## config.mk

```make
export PLATFORM = sky130hd
export DESIGN_NAME = pwm_ramp_motion_controller
export DESIGN_NICKNAME = d
export VERILOG_FILES = /design/src/prmc_pkg.sv /design/src/prmc_divider.sv /design/src/prmc_core.sv /design/src/pwm_ramp_motion_controller.sv
export SDC_FILE = /design/constraint.sdc
export NUM_CORES = 1
export LEC_CHECK = 0
export BUFFER_PORTS_ARGS = -buffer_cell sky130_fd_sc_hd__buf_2
export CORE_UTILIZATION = 35
export DETAILED_ROUTE_END_ITERATION = 16
export HOLD_SLACK_MARGIN = 0.15
export SYNTH_ARGS = -nofsm -noshare
export SYNTH_HDL_FRONTEND = slang
export SYNTH_HIERARCHICAL = 1
export SYNTH_SLANG_ARGS = --single-unit
```

## constraint.sdc

```tcl
create_clock -name i_clk -period 28.8 [get_ports i_clk]
set_clock_uncertainty 0.1 [all_clocks]
set_input_delay 5.76 -clock i_clk [delete_from_list [all_inputs] [get_ports i_clk]]
set_output_delay 5.76 -clock i_clk [all_outputs]
set_load 0.005 [all_outputs]
```

## src/prmc_pkg.sv

```systemverilog
// Package with the types, codes, limits and helper functions of the ramp controller.
package prmc_pkg;

    localparam int FUNC_W   = 4;
    localparam int SPEED_W  = 10;
    localparam int ANGLE_W  = 7;
    localparam int SERVO_W  = 8;
    localparam int TICKS_W  = 16;
    localparam int CFG_IDX_W  = 4;
    localparam int CFG_DATA_W = 16;
    localparam int S_TDATA_W  = 24;
    localparam int M_TDATA_W  = 32;

    // Function codes carried in the input tuser.
    localparam logic [FUNC_W-1:0] FUNC_TICK       = 4'd0;
    localparam logic [FUNC_W-1:0] FUNC_SET_SPEED  = 4'd1;
    localparam logic [FUNC_W-1:0] FUNC_BRAKE_HOLD = 4'd2;
    localparam logic [FUNC_W-1:0] FUNC_BRAKE_REL  = 4'd3;
    localparam logic [FUNC_W-1:0] FUNC_LEFT       = 4'd4;
    localparam logic [FUNC_W-1:0] FUNC_RIGHT      = 4'd5;
    localparam logic [FUNC_W-1:0] FUNC_FRONT      = 4'd6;
    localparam logic [FUNC_W-1:0] FUNC_LEFT_BY    = 4'd7;
    localparam logic [FUNC_W-1:0] FUNC_RIGHT_BY   = 4'd8;

    // Configuration register indexes.
    localparam logic [CFG_IDX_W-1:0] CFG_SPEED_STEP  = 4'd0;
    localparam logic [CFG_IDX_W-1:0] CFG_SPEED_TICKS = 4'd1;
    localparam logic [CFG_IDX_W-1:0] CFG_STEER_TICKS = 4'd2;
    localparam logic [CFG_IDX_W-1:0] CFG_BRAKE_TICKS = 4'd3;

    localparam logic [SPEED_W-1:0] SPEED_MAX  = 10'd1000;
    localparam logic [SERVO_W-1:0] SERVO_LOW  = 8'd20;
    localparam logic [SERVO_W-1:0] SERVO_HIGH = 8'd128;
    localparam logic [SERVO_W-1:0] SERVO_MID  = 8'd74;
    localparam logic [SPEED_W-1:0] PEDAL_BASE = 10'd300;

    localparam logic [SPEED_W-1:0] RST_SPEED_STEP  = 10'd20;
    localparam logic [TICKS_W-1:0] RST_SPEED_TICKS = 16'd10;
    localparam logic [TICKS_W-1:0] RST_STEER_TICKS = 16'd2;
    localparam logic [TICKS_W-1:0] RST_BRAKE_TICKS = 16'd1;

    typedef struct packed {
        logic [SPEED_W-1:0] speed_step;
        logic [TICKS_W-1:0] speed_ticks;
        logic [TICKS_W-1:0] steer_ticks;
        logic [TICKS_W-1:0] brake_ticks;
    } t_cfg;

    typedef struct packed {
        logic               rejected;
        logic               busy_res;
        logic               brake_held;
        logic [SERVO_W-1:0] brake_duty;
        logic [SERVO_W-1:0] steer_duty;
        logic [SPEED_W-1:0] pedal_duty;
    } t_result;

    // 7*speed/10 as one multiply by 367003/2^19; exact for speeds up to 1023.
    function automatic logic [SPEED_W-1:0] pedal_duty(input logic [SPEED_W-1:0] speed);
        logic [28:0] prod;
        prod = 29'(speed) * 29'd367003;
        return PEDAL_BASE + SPEED_W'(prod[28:19]);
    endfunction

    // angle*3/5 with the divide by 5 done as a multiply by 205/1024.
    function automatic logic [SERVO_W-1:0] steer_steps(input logic [ANGLE_W-1:0] ang);
        logic [8:0]  tri_ang;
        logic [16:0] prod;
        tri_ang = 9'(ang) * 9'd3;
        prod    = 17'(tri_ang) * 17'd205;
        return SERVO_W'(prod[16:10]);
    endfunction

    function automatic logic [SPEED_W-1:0] move_speed(input logic [SPEED_W-1:0] now,
                                                      input logic [SPEED_W-1:0] goal,
                                                      input logic [SPEED_W-1:0] step);
        logic [SPEED_W-1:0] res;
        res = now;
        if (now < goal) begin
            res = ((goal - now) <= step) ? goal : now + step;
        end else if (now > goal) begin
            res = ((now - goal) <= step) ? goal : now - step;
        end
        return res;
    endfunction

    function automatic logic [SERVO_W-1:0] move_servo(input logic [SERVO_W-1:0] now,
                                                      input logic [SERVO_W-1:0] goal);
        logic [SERVO_W-1:0] res;
        res = now;
        if (now < goal) begin
            res = now + 8'd1;
        end else if (now > goal) begin
            res = now - 8'd1;
        end
        return res;
    endfunction

endpackage

```

## src/prmc_divider.sv

```systemverilog
// Per-channel tick divider that decides when a ramp takes its next step.
module prmc_divider
    import prmc_pkg::*;
#(
    parameter int DIVIDER_WIDTH = 16
) (
    input  logic               i_clk,
    input  logic               i_rst_n,
    input  logic               i_tick,
    input  logic               i_active,
    input  logic [TICKS_W-1:0] i_ticks,
    output logic               o_fire
);

    localparam int LW = (DIVIDER_WIDTH > TICKS_W) ? DIVIDER_WIDTH : TICKS_W;
    localparam logic [LW-1:0] DIV_MAX = LW'((64'd1 << DIVIDER_WIDTH) - 64'd1);

    logic [DIVIDER_WIDTH-1:0] r_count;
    logic [DIVIDER_WIDTH-1:0] n_count;
    logic [LW-1:0]            w_ticks;
    logic [LW-1:0]            w_lim;
    logic [LW-1:0]            w_cnt;
    logic [LW-1:0]            w_inc;

    always_comb begin
        w_ticks = LW'(i_ticks);
        // A zero setting acts as one, a setting past the counter range as its maximum.
        if (w_ticks == '0) begin
            w_lim = LW'(1);
        end else if (w_ticks > DIV_MAX) begin
            w_lim = DIV_MAX;
        end else begin
            w_lim = w_ticks;
        end
        w_cnt  = LW'(r_count);
        w_inc  = (w_cnt < DIV_MAX) ? w_cnt + LW'(1) : w_cnt;
        o_fire = i_tick && i_active && (w_inc >= w_lim);
        n_count = r_count;
        if (i_tick) begin
            if (!i_active || o_fire) begin
                n_count = '0;
            end else begin
                n_count = w_inc[DIVIDER_WIDTH-1:0];
            end
        end
    end

    always_ff @(posedge i_clk) begin
        if (!i_rst_n) begin
            r_count <= '0;
        end else begin
            r_count <= n_count;
        end
    end

endmodule

```

## src/prmc_core.sv

```systemverilog
// Channel state, command handling and ramp stepping for one word per cycle while i_adv is high.
module prmc_core
    import prmc_pkg::*;
#(
    parameter int DIVIDER_WIDTH = 16
) (
    input  logic               i_clk,
    input  logic               i_rst_n,
    input  logic               i_adv,
    input  logic [FUNC_W-1:0]  i_func,
    input  logic [SPEED_W-1:0] i_speed_target,
    input  logic [ANGLE_W-1:0] i_angle,
    input  t_cfg               i_cfg,
    output t_result            o_result
);

    logic [SPEED_W-1:0] r_speed_now, r_speed_goal, n_speed_now, n_speed_goal;
    logic [SERVO_W-1:0] r_steer_now, r_steer_goal, n_steer_now, n_steer_goal;
    logic [SERVO_W-1:0] r_brake_now, r_brake_goal, n_brake_now, n_brake_goal;
    logic               r_brake_flag, n_brake_flag;

    logic               w_tick;
    logic               w_busy;
    logic               w_cmd;
    logic               w_rej;
    logic               w_fire_speed, w_fire_steer, w_fire_brake;
    logic [SPEED_W-1:0] w_step;
    logic [SERVO_W-1:0] w_steps;
    logic [SERVO_W:0]   w_left_sum;
    logic [SERVO_W:0]   w_right_floor;

    assign w_tick = i_adv && (i_func == FUNC_TICK);
    assign w_busy = (r_speed_now != r_speed_goal) || (r_steer_now != r_steer_goal) ||
                    (r_brake_now != r_brake_goal);

    prmc_divider #(.DIVIDER_WIDTH(DIVIDER_WIDTH)) u_div_speed (
        .i_clk    (i_clk),
        .i_rst_n  (i_rst_n),
        .i_tick   (w_tick),
        .i_active (r_speed_now != r_speed_goal),
        .i_ticks  (i_cfg.speed_ticks),
        .o_fire   (w_fire_speed)
    );

    prmc_divider #(.DIVIDER_WIDTH(DIVIDER_WIDTH)) u_div_steer (
        .i_clk    (i_clk),
        .i_rst_n  (i_rst_n),
        .i_tick   (w_tick),
        .i_active (r_steer_now != r_steer_goal),
        .i_ticks  (i_cfg.steer_ticks),
        .o_fire   (w_fire_steer)
    );

    prmc_divider #(.DIVIDER_WIDTH(DIVIDER_WIDTH)) u_div_brake (
        .i_clk    (i_clk),
        .i_rst_n  (i_rst_n),
        .i_tick   (w_tick),
        .i_active (r_brake_now != r_brake_goal),
        .i_ticks  (i_cfg.brake_ticks),
        .o_fire   (w_fire_brake)
    );

    always_comb begin
        n_speed_now   = r_speed_now;
        n_speed_goal  = r_speed_goal;
        n_steer_now   = r_steer_now;
        n_steer_goal  = r_steer_goal;
        n_brake_now   = r_brake_now;
        n_brake_goal  = r_brake_goal;
        n_brake_flag  = r_brake_flag;
        w_rej         = 1'b0;
        w_step        = (i_cfg.speed_step == '0) ? SPEED_W'(1) : i_cfg.speed_step;
        w_steps       = steer_steps(i_angle);
        w_left_sum    = {1'b0, r_steer_now} + {1'b0, w_steps};
        w_right_floor = {1'b0, SERVO_LOW} + {1'b0, w_steps};
        w_cmd         = (i_func != FUNC_TICK) && (i_func <= FUNC_RIGHT_BY);

        if (i_func == FUNC_TICK) begin
            if (w_fire_speed) begin
                n_speed_now = move_speed(r_speed_now, r_speed_goal, w_step);
            end
            if (w_fire_steer) begin
                n_steer_now = move_servo(r_steer_now, r_steer_goal);
            end
            if (w_fire_brake) begin
                n_brake_now = move_servo(r_brake_now, r_brake_goal);
            end
        end else if (w_cmd && w_busy) begin
            w_rej = 1'b1;
        end else begin
            unique case (i_func)
                FUNC_SET_SPEED: begin
                    n_speed_goal = (i_speed_target > SPEED_MAX) ? SPEED_MAX : i_speed_target;
                end
                FUNC_BRAKE_HOLD: begin
                    // Holding starts from the released end and ramps toward full brake.
                    if (!r_brake_flag) begin
                        n_brake_now  = SERVO_HIGH;
                        n_brake_goal = SERVO_LOW;
                        n_brake_flag = 1'b1;
                    end
                end
                FUNC_BRAKE_REL: begin
                    if (r_brake_flag) begin
                        n_brake_now  = SERVO_LOW;
                        n_brake_goal = SERVO_HIGH;
                        n_brake_flag = 1'b0;
                    end
                end
                FUNC_LEFT:  n_steer_goal = SERVO_HIGH;
                FUNC_RIGHT: n_steer_goal = SERVO_LOW;
                FUNC_FRONT: n_steer_goal = SERVO_MID;
                FUNC_LEFT_BY: begin
                    n_steer_goal = (w_left_sum > {1'b0, SERVO_HIGH}) ?
                                   SERVO_HIGH : w_left_sum[SERVO_W-1:0];
                end
                FUNC_RIGHT_BY: begin
                    n_steer_goal = ({1'b0, r_steer_now} < w_right_floor) ?
                                   SERVO_LOW : r_steer_now - w_steps;
                end
                default: begin
                end
            endcase
        end

        o_result.pedal_duty = pedal_duty(n_speed_now);
        o_result.steer_duty = n_steer_now;
        o_result.brake_duty = n_brake_now;
        o_result.brake_held = n_brake_flag;
        o_result.busy_res   = (n_speed_now != n_speed_goal) || (n_steer_now != n_steer_goal) ||
                              (n_brake_now != n_brake_goal);
        o_result.rejected   = w_rej;
    end

    always_ff @(posedge i_clk) begin
        if (!i_rst_n) begin
            r_speed_now  <= '0;
            r_speed_goal <= '0;
            r_steer_now  <= SERVO_MID;
            r_steer_goal <= SERVO_MID;
            r_brake_now  <= SERVO_HIGH;
            r_brake_goal <= SERVO_HIGH;
            r_brake_flag <= 1'b0;
        end else if (i_adv) begin
            r_speed_now  <= n_speed_now;
            r_speed_goal <= n_speed_goal;
            r_steer_now  <= n_steer_now;
            r_steer_goal <= n_steer_goal;
            r_brake_now  <= n_brake_now;
            r_brake_goal <= n_brake_goal;
            r_brake_flag <= n_brake_flag;
        end
    end

endmodule

```

## src/pwm_ramp_motion_controller.sv

```systemverilog
// Top level of the slew-limited pedal, steering and brake PWM ramp controller.
//
//   channel  direction  handshake               payload
//   s_axis   in         s_axis_tvalid/tready    tuser: func; tdata: speed_target, angle
//   m_axis   out        m_axis_tvalid/tready    tdata: duties and status flags
//   cfg      in         i_cfg_valid/o_cfg_ready i_cfg_index, i_cfg_data
//
// One word is accepted per cycle while s_axis_tready is high; it passes the input register and
// then the result register to m_axis, with the channel state updated as it enters the latter.
// Synchronous active-low reset clears the channel state, the dividers and the valid flags.
// A stalled output holds its word and stops the input register, so s_axis_tready falls
// only while both registers are full and m_axis_tready is low.
module pwm_ramp_motion_controller
    import prmc_pkg::*;
#(
    parameter int DIVIDER_WIDTH = 16
) (
    input  logic                  i_clk,
    input  logic                  i_rst_n,
    input  logic                  s_axis_tvalid,
    output logic                  s_axis_tready,
    input  logic [S_TDATA_W-1:0]  s_axis_tdata,  // speed_target[9:0], angle[16:10], zero pad
    input  logic [FUNC_W-1:0]     s_axis_tuser,  // func[3:0]
    output logic                  m_axis_tvalid,
    input  logic                  m_axis_tready,
    // pedal_duty[9:0], steer_duty[17:10], brake_duty[25:18], brake_held[26],
    // busy_res[27], rejected[28], zero pad
    output logic [M_TDATA_W-1:0]  m_axis_tdata,
    input  logic                  i_cfg_valid,
    output logic                  o_cfg_ready,
    input  logic [CFG_IDX_W-1:0]  i_cfg_index,
    input  logic [CFG_DATA_W-1:0] i_cfg_data
);

    t_cfg               r_cfg;
    logic               r_in_valid;
    logic [FUNC_W-1:0]  r_func;
    logic [SPEED_W-1:0] r_speed_target;
    logic [ANGLE_W-1:0] r_angle;
    logic               r_out_valid;
    t_result            r_out;
    t_result            w_result;
    logic               w_adv;

    assign o_cfg_ready   = 1'b1;
    assign w_adv         = r_in_valid && (!r_out_valid || m_axis_tready);
    assign s_axis_tready = !r_in_valid || w_adv;
    assign m_axis_tvalid = r_out_valid;
    assign m_axis_tdata  = {{(M_TDATA_W - $bits(t_result)){1'b0}}, r_out};

    always_ff @(posedge i_clk) begin
        if (!i_rst_n) begin
            r_cfg.speed_step  <= RST_SPEED_STEP;
            r_cfg.speed_ticks <= RST_SPEED_TICKS;
            r_cfg.steer_ticks <= RST_STEER_TICKS;
            r_cfg.brake_ticks <= RST_BRAKE_TICKS;
        end else if (i_cfg_valid) begin
            unique case (i_cfg_index)
                CFG_SPEED_STEP:  r_cfg.speed_step  <= i_cfg_data[SPEED_W-1:0];
                CFG_SPEED_TICKS: r_cfg.speed_ticks <= i_cfg_data;
                CFG_STEER_TICKS: r_cfg.steer_ticks <= i_cfg_data;
                CFG_BRAKE_TICKS: r_cfg.brake_ticks <= i_cfg_data;
                default: begin
                end
            endcase
        end
    end

    always_ff @(posedge i_clk) begin
        if (!i_rst_n) begin
            r_in_valid <= 1'b0;
        end else if (s_axis_tready) begin
            r_in_valid <= s_axis_tvalid;
        end
    end

    always_ff @(posedge i_clk) begin
        if (s_axis_tready && s_axis_tvalid) begin
            r_func         <= s_axis_tuser;
            r_speed_target <= s_axis_tdata[SPEED_W-1:0];
            r_angle        <= s_axis_tdata[SPEED_W+ANGLE_W-1:SPEED_W];
        end
    end

    prmc_core #(.DIVIDER_WIDTH(DIVIDER_WIDTH)) u_core (
        .i_clk          (i_clk),
        .i_rst_n        (i_rst_n),
        .i_adv          (w_adv),
        .i_func         (r_func),
        .i_speed_target (r_speed_target),
        .i_angle        (r_angle),
        .i_cfg          (r_cfg),
        .o_result       (w_result)
    );

    always_ff @(posedge i_clk) begin
        if (!i_rst_n) begin
            r_out_valid <= 1'b0;
        end else if (w_adv) begin
            r_out_valid <= 1'b1;
        end else if (m_axis_tready) begin
            r_out_valid <= 1'b0;
        end
    end

    always_ff @(posedge i_clk) begin
        if (w_adv) begin
            r_out <= w_result;
        end
    end

endmodule

```

======== After elaboration in Yosys (flattened, before gate mapping) ========
Index checks and enable logic that the tools add are counted.
operators by class
  add/sub/neg operators ................... 15
  multiply operators ...................... 3
  div/mod/pow operators ................... 0
  $lt $le $gt $ge ......................... 21
  equal/unequal tests ..................... 17
  shift-type cells ........................ 0
  muxes and demuxes ....................... 51
  bitwise operators ....................... 0
  reduce and logical (&&, ||, !) cells .... 37
operators by type and width
  operator                                                number
  2-to-1 mux 16 bit                                       12
  2-to-1 mux 8 bit                                        19
  2-to-1 mux 10 bit                                       11
  adder 16 x 1 -> 16 bit (second input constant)          3
  greater-or-equal comparator 16 bit                      3
  greater-than comparator 16 bit (second input constant)  3
  zero test 16 bit                                        3
  less-than comparator 16 bit (second input constant)     3
  case mux 8 bit (5 select lines)                         1
  != test 8 bit                                           4
  case mux 8 bit (2 select lines)                         2
  subtractor 10 bit                                       3
  multiplier 10 x 19 -> 29 bit (second input constant)    1
  <= comparator 10 bit                                    2
  != test 10 bit                                          2
  multiplier 9 x 8 -> 17 bit (second input constant)      1
  adder 8 x 1 -> 8 bit (second input constant)            2
  == test 4 x 2 -> 1 bit (second input constant)          4
  == test 4 x 3 -> 1 bit (second input constant)          4
  greater-than comparator 8 bit                           2
  less-than comparator 8 bit                              2
  subtractor 8 x 1 -> 8 bit (second input constant)       2
  logical AND 1 bit                                       11
  adder 10 bit                                            1
  other kinds (22)                                        43
storage, ports and cells
  register bits ........................... 211
  bits in latches ......................... 0
  RAM bits ................................ 0
  memory bits (read-only) ................. 0
  input port bits ......................... 53
  output and inout port bits .............. 35
  word-level logic and storage cells ...... 169
  memories kept ........................... 0

======== Logic depth before layout (Yosys ltp) ========
Gate-level depths: netlist (run 1).
  depth in word-level cells ............... 11
  mapped depth ............................ 46
  depth with buffers taken out ............ 44

======== By module ========
Netlist (run 1), hierarchy kept.
modules (own cells, without submodules)
  module                      instances  cells an instance  area each (sq um)  seq. area each (sq um)
  prmc_core                   1          1553               12127.9            1061.0
  prmc_divider                3          192                1462.7             320.3
  pwm_ramp_motion_controller  1          282                3847.4             2702.6

======== Least setup slack after synthesis (run 1) ========
No wires, ideal clock.
  kind .................................... input-to-reg
  from .................................... in m_axis_tready
  to ...................................... reg r_out, in the netlist m_axis_tdata[9] (data pin)
  setup time .............................. 0.259 ns
  arrival ................................. 14.678 ns
  data required time ...................... 28.441 ns
  setup slack ............................. 13.763 ns
  cell stages on the path ................. 35
  path buffers ............................ 2
  cell sequence ........................... nor2b_1 nor2b_1 clkbuf_1 inv_1 nor2_1 nand2_1 a21oi_1 and2_1 buf_2 nand2_1 a211o_1 o211ai_1 inv_1 ha_1 inv_1 fa_1 inv_1 fa_1 fa_1 inv_1 fa_1 inv_1 ha_1 nand3_1 nor2_1 nand3_1 a2111oi_1 nand3_1 a21oi_4 o21a_1 a2bb2oi_2 nor3_1 mux2_2 nor3_2 xnor2_1
RTL lines
  what                    line                               text
  start: declaration      pwm_ramp_motion_controller.sv:25   input logic m_axis_tready,
  end signal: assignment  pwm_ramp_motion_controller.sv:108  r_out <= w_result;
  end: declaration        pwm_ramp_motion_controller.sv:41   t_result r_out;

==> results of run 1 <==
power by group through the flow:
stage	Combinational [mW]	Clock, mW	Sequential (mW)
2_1_floorplan	0.666	0	0.321
3_3_place_gp	0.816	0	0.324
3_5_place_dp	0.840	0	0.324
4_1_cts	0.848	0.363	0.318
5_1_grt	0.965	0.374	0.319
6_report	0.845	0.351	0.318
synth_stat cells (6+ instances only):
cell type	number
edfxtp_1	50
or2_2	12
a21o_1	39
a21oi_1	170
and3_1	15
o211ai_1	12
nand4_1	35
a22o_1	9
o21bai_1	19
dfxtp_1	161
a31oi_1	16
mux2i_1	81
nand3_1	67
or3_1	12
and2_1	27
buf_4	13
or4_1	8
o21ai_0	71
inv_1	325
nor3b_1	6
nand2b_1	19
nor3_1	49
and4_1	6
buf_2	9
nor2_1	152
buf_6	9
nand3b_1	7
nor2b_1	19
fa_1	66
a211o_1	8
xor2_1	37
nand2_1	219
o21ai_1	16
nor4_1	19
a2111oi_0	7
ha_1	286
clkbuf_1	44
xnor2_1	86
o21a_1	21
a211oi_1	23
a32o_1	14
a41o_1	6
o22ai_1	14
worst paths after layout:
| path | from | to | slack [ns] | depth (start not counted) |
|---|---|---|---|---|
| worst max-delay path | m_axis_tready | m_axis_tdata[9] | 13.36 | 33 |
| worst min-delay path | r_cfg[32] | r_cfg[32] | 0.37 | 2 |
| worst max register to register | u_core/u_div_speed/r_count[7] | m_axis_tdata[9] | 17.17 | 34 |
| worst min register to register | r_cfg[32] | r_cfg[32] | 0.37 | 2 |
per-layer routing:
layer	track usage [%]	vias to the layer above
met5	0	-
met4	3.90	0
met3	2.00	66
met2	30.0	355
met1	24.8	8228
li1	-	8502
cells by family (layout without fill, tap and decap cells):
kind of cell    count (synthesis)  count (layout)  share of synthesized area (%)
mux                            88              88                           4.42
compound gates                518             518                           17.2
xor+xnor                      124             124                           5.41
fa+ha+maj                     352             352                           24.1
buf+inv                       409             466                           8.26
simple gates                  707             707                           17.4
other cells                     2               4                         0.0369
flops                         211             211                           23.2
metrics by stage:
stage	instance area, um2	total power, mW	util [%]	cells
after floorplan	20400	0.987	-	2413
after global placement	21400	1.14	37.1	3185
after detailed placement	21400	1.16	37.1	3185
after global routing	22300	1.66	38.7	3235
after CTS	22300	1.53	38.7	3235
final	22300	1.51	38.7	3235
critical path: cells and delay by family:
kind / cells / cell delay [ns]
compound gates: 7 / 3.15
simple gates: 13 / 2.55
fa+ha+maj: 6 / 2.55
buf+inv: 6 / 1.47
xor+xnor: 1 / 0.12
area by class of cell:
type,count,area share (%)
clock buffer,35,3.54
clock inverter,15,0.550
timing repair buffer,91,2.22
tap,765,4.30
multi-input combinational,1793,62.7
sequential,211,21.2
inverter,325,5.48
state kept, by name, indices dropped and copies added, names as in the netlist:
register	count
r_angle	7
u_core/u_div_steer/r_count	16
u_core/r_steer_now	8
u_core/r_brake_goal	8
u_core/r_speed_now	10
u_core/r_steer_goal	8
r_func	4
r_in_valid	1
u_core/r_brake_flag	1
u_core/r_brake_now	8
u_core/u_div_brake/r_count	16
u_core/u_div_speed/r_count	16
r_cfg	58
r_speed_target	10
m_axis_tdata	29
u_core/r_speed_goal	10
m_axis_tvalid	1
==> metrics.txt, run 1 <==
switching share of power=42.4%; Final Hold Fails=0; Worst slew margin=27.6%; dominant cells by area after synthesis=ha_1 (18%), dfxtp_1 (16%), edfxtp_1 (7.4%), fa_1 (6.5%), inv_1 (6.0%); detailed-placement wirelength estimate=42.3 mm; Routed Antenna Nets=0; initial antenna violation count=0; Die Y=243 um; CTS tree=done; Power Density=67.9 mW/mm2; syn_area_per_cell=8.45 um2; Setup Slack @ Placement=12.79 ns; CP max stage delay=0.95 ns; final setup vio count=0; Initial Util=35.4%; DR vias=17,200; NetSw=0.642 mW; Final WS setup=13.36 ns; area leader, netlist=ha_1; M1 WL=25.9 mm; Fin Setup TNS=0 ns; clk slew on worst S/H paths=0.06 ns; top cell type's share of synthesized area=17.6%; Synth Instances=2,411; largest net degree at the start of global routing=64; die area=0.0591 mm2; Final period util=53.6%; overall global routing resource usage=18.0%; Max Cap Viol=0; Resized cells post-CTS=0; # fillers=5,818; Leak=10.1 nW; DRT Wirelength=54.1 mm; share of layout cells above drive strength 1=7.89%; WL met3=2.18 mm; Root Driver=clkbuf_16; DR top layer=met4; Rows=88; critical path class=in2reg; TritonRoute pass-1 iters=5; logic gate share of total power=55.8%; Ys Warns=6; Core Region=0.0576 mm2; most used flip-flop cell after synthesis=dfxtp_1; FMAX=64.8 MHz; synthesized cell area=0.0204 mm2; clk_lat worst skew=0.57 ns; GPL Wtd Cong=0.918; most common cell after layout, fill and taps aside=inv_1; #FFs+latches synth=211; most frequent cells in the layout=inv_1 (325), ha_1 (286), nand2_1 (219); CTS Sinks=211; Routed WL per cell=16.7 um; startpoint types=primary input; GR Overflow Total=0; PortBufs=76; Post-synth ARST share=0%; H-tree depth=1; endpoint type of the worst setup path=flop; Worst Hold Slack=0.366 ns; TritonCTS Buffers=27; Yosys cell types=102; Iteration-0 DRC Markers=1,107; vias per cell=5.30; Clk network pwr share=23.2%; FF/Latch Area=0.00472 mm2; DR DRC count=0; multi-input logic area=0.0140 mm2; Worst path slowest cell=a2111oi_1; first-pass GRT wire length=87.4 mm; CTS Hold Bufs=0; Post-synth EDFFs=50; CP most frequent cell=nor2_1; Int Pwr=0.871 mW; Slew @ Worst Pin=1.08 ns; I/O pin total=88; setup bufs post-CTS=0; Die X=243 um; Critical Path RT=29.01 ns; vias in the first global route=16,700; sequential fraction of the synthesis area=23.2%; min Tclk post-route=15.44 ns; CP max FO=35; maximum VDD drop=110 uV; Area Overhead vs Synth=9.41%; sequential share of power=21.0%; Hold Path Class=reg2reg; wire length on met2=24.8 mm; CTS max path bufs=3; # diodes=0; outcome=finished clean; crit path DAT=15.65 ns; Max Slew Vio Count=0; fin nets=2,854; RSZ-0062 raised after global routing=false
Note: power is estimated with default switching activity, not from simulation.
==> run 2, diff against run 1 <==
- ABC_AREA: unset -> 1
- clock period: 28.8 -> 14.7 ns (I/O delays scaled with it)
==> metrics.txt, run 2 <==
logic gate share of total power=58.9% (was 55.8%); Ys Warns=6 (unchanged); Worst Hold Slack=0.369 ns (was 0.366 ns); Die X=249 um (was 243 um); CTS Sinks=211 (unchanged); Max Cap Viol=0 (unchanged); first-pass GRT wire length=90.3 mm (was 87.4 mm); Final period util=65.7%; Leak=11.5 nW (was 10.1 nW); TritonRoute pass-1 iters=6 (was 5); sequential fraction of the synthesis area=22.1% (was 23.2%); clk slew on worst S/H paths=0.06 ns (about the same); DRT Wirelength=54.7 mm (was 54.1 mm); Worst path slowest cell=fa_1 (was a2111oi_1); vias in the first global route=17,700 (was 16,700); largest net degree at the start of global routing=78 (was 64); Worst slew margin=24.8% (was 27.6%); Max Slew Vio Count=0 (unchanged); Die Y=249 um (was 243 um); TritonCTS Buffers=28 (was 27); Root Driver=clkbuf_16 (unchanged); share of layout cells above drive strength 1=8.09% (was 7.89%); RSZ-0062 raised after global routing=false (unchanged); clk_lat worst skew=0.57 ns (about the same); min Tclk post-route=9.66 ns; syn_area_per_cell=7.08 um2 (was 8.45 um2); critical path class=in2reg (unchanged); CP max FO=11 (was 35); Area Overhead vs Synth=8.88% (was 9.41%); NetSw=1.52 mW (was 0.642 mW); max reg flops=58 (unchanged); H-tree depth=1 (unchanged); most common cell in the netlist=inv_1 (unchanged); Clk network pwr share=21.4% (was 23.2%); Commonest cells post-synth=inv_1 (602), nand2_1 (599), ha_1 (286) (was inv_1 (325), ha_1 (286), nand2_1 (219)); Int Pwr=1.79 mW (was 0.871 mW); Top reg by flops=r_cfg (unchanged); initial antenna violation count=4 (was 0); maximum VDD drop=159 uV (was 110 uV); I/O pin total=88 (unchanged); Rows=90 (was 88); detailed-placement wirelength estimate=42.1 mm (was 42.3 mm); CP max stage delay=0.59 ns (was 0.95 ns); Yosys cell types=64 (was 102); PortBufs=76 (unchanged); Critical Path RT=14.91 ns (was 29.01 ns); CTS max path bufs=3 (unchanged); fin nets=3,451 (was 2,854); startpoint types=primary input (unchanged); Post-synth ARST share=0% (unchanged); CTS Hold Bufs=0 (unchanged); FF-to-FF setup slack=5.16 ns (was 17.17 ns); FMAX=104 MHz; Post-synth EDFFs=50 (unchanged); Core Region=0.0604 mm2 (was 0.0576 mm2); DR DRC count=0 (unchanged); final setup vio count=0 (unchanged); setup bufs post-CTS=0 (unchanged); Power Density=142 mW/mm2 (was 67.9 mW/mm2); Synth Instances=3,019 (was 2,411); crit path DAT=9.87 ns (was 15.65 ns); # diodes=0 (unchanged); vias per cell=4.88 (was 5.30); CP most frequent cell=inv_1 (was nor2_1); synthesized cell area=0.0214 mm2 (was 0.0204 mm2); most common cell after layout, fill and taps aside=inv_1 (unchanged); top cell type's share of synthesized area=16.7% (was 17.6%); most frequent cells in the layout=inv_1 (602), nand2_1 (599), ha_1 (286) (was inv_1 (325), ha_1 (286), nand2_1 (219)); CTS tree=done (unchanged); area leader, netlist=ha_1 (unchanged); overall global routing resource usage=17.4% (was 18.0%); sequential share of power=19.7% (was 21.0%); Routed Antenna Nets=0 (unchanged); DR vias=18,800 (was 17,200); Hold Path Class=reg2reg (unchanged); Iteration-0 DRC Markers=1,107 (unchanged); #FFs+latches synth=211 (unchanged); Initial Util=35.4% (about the same); GPL Wtd Cong=0.872 (was 0.918); most used flip-flop cell after synthesis=dfxtp_1 (unchanged); Final Hold Fails=0 (unchanged); Resized cells post-CTS=0 (unchanged); switching share of power=45.9% (was 42.4%); Fin Setup TNS=0 ns (unchanged); endpoint type of the worst setup path=flop (unchanged); Routed WL per cell=14.2 um (was 16.7 um); Slew @ Worst Pin=1.13 ns (was 1.08 ns); dominant cells by area after synthesis=ha_1 (17%), dfxtp_1 (15%), inv_1 (11%), nand2_1 (11%), edfxtp_1 (7.0%) (was ha_1 (18%), dfxtp_1 (16%), edfxtp_1 (7.4%), fa_1 (6.5%), inv_1 (6.0%)); GR Overflow Total=0 (unchanged); die area=0.0621 mm2 (was 0.0591 mm2); outcome=finished clean (unchanged)
==> run 2: cell type report <==
cell class,instances,area (um2)
Clock buffer,37,806
Multi-Input combinational cell,2102,13900
Clock inverter,14,140
Fill cell,6453,37100
Timing Repair Buffer,84,440
Tap cell,782,978
Inverter,619,2320
Sequential cell,211,4720
==> run 2: metal layers <==
layer / vias up / global-route usage, % / wire length (um) / share of wire (%)
li1: 9827 / - / - / -
met1: 8524 / 24.6 / 27000 / 49
met2: 366 / 28.4 / 24000 / 44
met3: 73 / 2.55 / 2680 / 4.9
met4: 6 / 3.03 / 962 / 1.8
met5: - / 0 / 28 / 0.051
==> run 2: worst max-delay path, delay by kind of cell <==
family | cells | cell delay, ns
AOI/OAI and AO/OA | 8 | 1.57
and+or+nand+nor | 8 | 1.09
buffers and inverters | 9 | 1.10
adders and majority gates | 7 | 3.06
xor gates and xnor gates | 1 | 0.12
==> run 2: logic make-up (layout without fill, tap and decap cells) <==
group	count (synthesis)	count (layout)	synth area share, %
xor gates and xnor gates	108	108	4.42
buffers and inverters	708	754	13.1
DFF	211	211	22.1
and+or+nand+nor	1195	1195	25.8
adders and majority gates	352	352	22.9
AOI/OAI and AO/OA	443	443	11.6
other	2	4	0.0351
==> run 2: path summary, 6_finish.rpt <==
check	from	end	depth (start not counted)
worst min-delay path	u_core/r_brake_goal[6]	u_core/r_brake_goal[6]	2
worst min register to register	u_core/r_brake_goal[6]	u_core/r_brake_goal[6]	2
worst max-delay path	m_axis_tready	m_axis_tdata[8]	33
worst max register to register	u_core/r_speed_now[1]	m_axis_tdata[8]	43
==> run 2: through the flow <==
stage | setup WS, ns | instances | power, mW | instance area (um2) | utilization (%)
finish | 5.04 | 3849 | 3.30 | 23300 | 38.6
global route | 4.39 | 3849 | 3.69 | 23300 | 38.6
detailed placement | 4.48 | 3798 | 2.60 | 22300 | 37.0
global placement | 4.48 | 3798 | 2.59 | 22300 | 37.0
CTS | 5.06 | 3849 | 3.33 | 23300 | 38.6
floorplan | 3.79 | 3021 | 2.18 | 21400 | -
==> run 2: power groups by stage <==
stage | Clock (mW) | Combinational, mW | Sequential (mW)
after floorplan | 0 | 1.53 | 0.656
after global placement | 0 | 1.93 | 0.663
after detailed placement | 0 | 1.94 | 0.663
after CTS | 0.725 | 1.95 | 0.651
after global routing | 0.749 | 2.29 | 0.654
final | 0.707 | 1.95 | 0.651
==> run 3, diff against run 2 <==
- clock period: 14.7 -> 9.8 ns (I/O delays scaled with it)
==> metrics.txt, run 3 (synthesis gave the netlist of run 2 again) <==
largest net degree at the start of global routing=77 (was 78); Worst Setup EP=m_axis_tdata[8] (unchanged); Critical Path RT=10.00 ns (was 14.91 ns); r2r worst-path depth=42 (was 43); min Tclk post-route=8.88 ns; DR DRC count=0 (unchanged); Final WS setup=0.915 ns (was 5.04 ns); endpoint type of the worst setup path=flop (unchanged); most frequent cells in the layout=inv_1 (600), nand2_1 (598), ha_1 (285) (was inv_1 (602), nand2_1 (599), ha_1 (286)); final setup vio count=0 (unchanged); clk_lat worst skew=0.56 ns (was 0.57 ns); Top reg by flops=r_cfg (unchanged); vias per cell=4.86 (was 4.88); PortBufs=76 (unchanged); Fin Setup TNS=0 ns (unchanged); DRT Wirelength=54.6 mm (was 54.7 mm); detailed-placement wirelength estimate=42.7 mm (was 42.1 mm); Power Density=208 mW/mm2 (was 142 mW/mm2); vias in the first global route=18,000 (was 17,700); Hold Path Class=reg2reg (unchanged); initial antenna violation count=5 (was 4); most common cell after layout, fill and taps aside=inv_1 (unchanged); CP max FO=11 (unchanged); Core Region=0.0604 mm2 (unchanged); FF/Latch Area=0.00472 mm2 (unchanged); die area=0.0621 mm2 (unchanged); Final Power=4.82 mW (was 3.30 mW); maximum VDD drop=325 uV (was 159 uV); worst r2r dst=m_axis_tdata[8] (unchanged); CTS max path bufs=3 (unchanged); Iteration-0 DRC Markers=1,082 (was 1,107); startpoint types=flop (was primary input); Initial Util=35.4% (unchanged); CTS Hold Bufs=0 (unchanged); Max Slew Vio Count=0 (unchanged); Area Overhead vs Synth=8.58% (was 8.88%); TritonCTS Buffers=26 (was 28); clk slew on worst S/H paths=0.06 ns (about the same); DR vias=18,700 (was 18,800); CTS tree=done (unchanged); Leak=11.4 nW (was 11.5 nW); Routed Antenna Nets=0 (unchanged); share of layout cells above drive strength 1=8.18% (was 8.09%); multi-input logic area=0.0139 mm2 (about the same); H-tree depth=1 (unchanged); TritonRoute pass-1 iters=5 (was 6); Worst path slowest cell=fa_1 (unchanged); setup bufs post-CTS=0 (unchanged); Rows=90 (unchanged); Max Cap Viol=0 (unchanged); Slew @ Worst Pin=1.00 ns (was 1.13 ns); Root Driver=clkbuf_16 (unchanged); RSZ-0062 raised after global routing=false (unchanged); Routed WL per cell=14.2 um (about the same); overall global routing resource usage=17.6% (was 17.4%); Final Hold Fails=0 (unchanged); Critical Path Start=u_core/r_speed_now[2] (was m_axis_tready); critical path class=reg2reg (was in2reg); CTS Sinks=211 (unchanged); fin nets=3,454 (was 3,451); Die X=249 um (unchanged); crit path DAT=9.09 ns (was 9.87 ns); Worst slew margin=33.1% (was 24.8%); Final period util=90.7%; first-pass GRT wire length=91.2 mm (was 90.3 mm); CP max stage delay=0.54 ns (was 0.59 ns); FF-to-FF setup slack=0.92 ns (was 5.16 ns); max reg flops=58 (unchanged); GR Overflow Total=0 (unchanged); Setup Slack @ Placement=0.454 ns (was 4.48 ns); CP most frequent cell=inv_1 (unchanged); I/O pin total=88 (unchanged); post-route cell area=0.0232 mm2 (was 0.0233 mm2); placed cell areas=0.0224 mm2 (was 0.0223 mm2); dpl cells=3,803 (was 3,798); Resized cells post-CTS=0 (unchanged); # fillers=6,467 (was 6,453); GPL Wtd Cong=0.892 (was 0.872); reg-to-reg startpoint=u_core/r_speed_now[2] (was u_core/r_speed_now[1]); final std cells w/o fill=3,852 (was 3,849); outcome=finished clean (unchanged); Die Y=249 um (unchanged); FMAX=113 MHz
run 3: changes by cell type in the layout (fill, tap and decap cells not counted), moves of 3 or more:
| cell | previous run | this run |
|---|---|---|
| buf_4 | 8 | 13 |
| o21ai_0 | 143 | 140 |
| clkbuf_16 | 29 | 26 |
| clkbuf_1 | 3 | 6 |
| o21ai_1 | 3 | 6 |
run 3: worst min-delay path by stage:
stage                            from  slack (ns)                endpoint  cells past startpoint
2_1_floorplan  u_core/r_brake_goal[3]        0.34  u_core/r_brake_goal[3]                      2
3_3_place_gp   u_core/r_steer_goal[6]        0.35  u_core/r_steer_goal[6]                      2
3_5_place_dp   u_core/r_brake_goal[5]        0.36  u_core/r_brake_goal[5]                      2
4_1_cts        u_core/r_brake_goal[5]        0.37  u_core/r_brake_goal[5]                      2
5_1_grt        u_core/r_brake_goal[5]        0.39  u_core/r_brake_goal[5]                      2
6_report       u_core/r_brake_goal[6]        0.36  u_core/r_brake_goal[6]                      2
run 3: cell type report:
type | instances | share of cell area [%]
multi-input combinational | 2102 | 59.8
sequential | 211 | 20.4
antenna | 1 | 0.0108
tap | 782 | 4.21
clock buffer | 37 | 3.20
inverter | 619 | 10.0
clock inverter | 11 | 0.329
timing repair buffer | 89 | 2.06
run 3: critical path, delay by kind of cell, from the launching register on:
kind / cells / cell delay [ns]
fa+ha+maj: 9 / 3.83
compound gates: 10 / 1.61
simple gates: 10 / 1.25
buf+inv: 10 / 0.93
flops: 1 / 0.46
xor+xnor: 3 / 0.45
run 3: through the flow:
step	utilization [%]	hold slack [ns]
2_1_floorplan	-	0.342
3_3_place_gp	37.1	0.352
3_5_place_dp	37.1	0.360
4_1_cts	38.4	0.369
5_1_grt	38.5	0.388
6_report	38.5	0.363
run 3: metal layers:
layer  vias up  routed length (um)  GRT usage, %
li1       9830                   -             -
met1      8472               26400          24.2
met2       337               24300          29.0
met3        70                2510          2.34
met4         8                1260          3.92
met5         -                  54             0
run 3: power by group:
group	leakage (nW)	internal (mW)	total (mW)	switching (mW)
logic	9.25	1.11	2.91	1.80
registers	1.78	0.940	0.975	0.0350
clock network	0.404	0.528	0.935	0.407
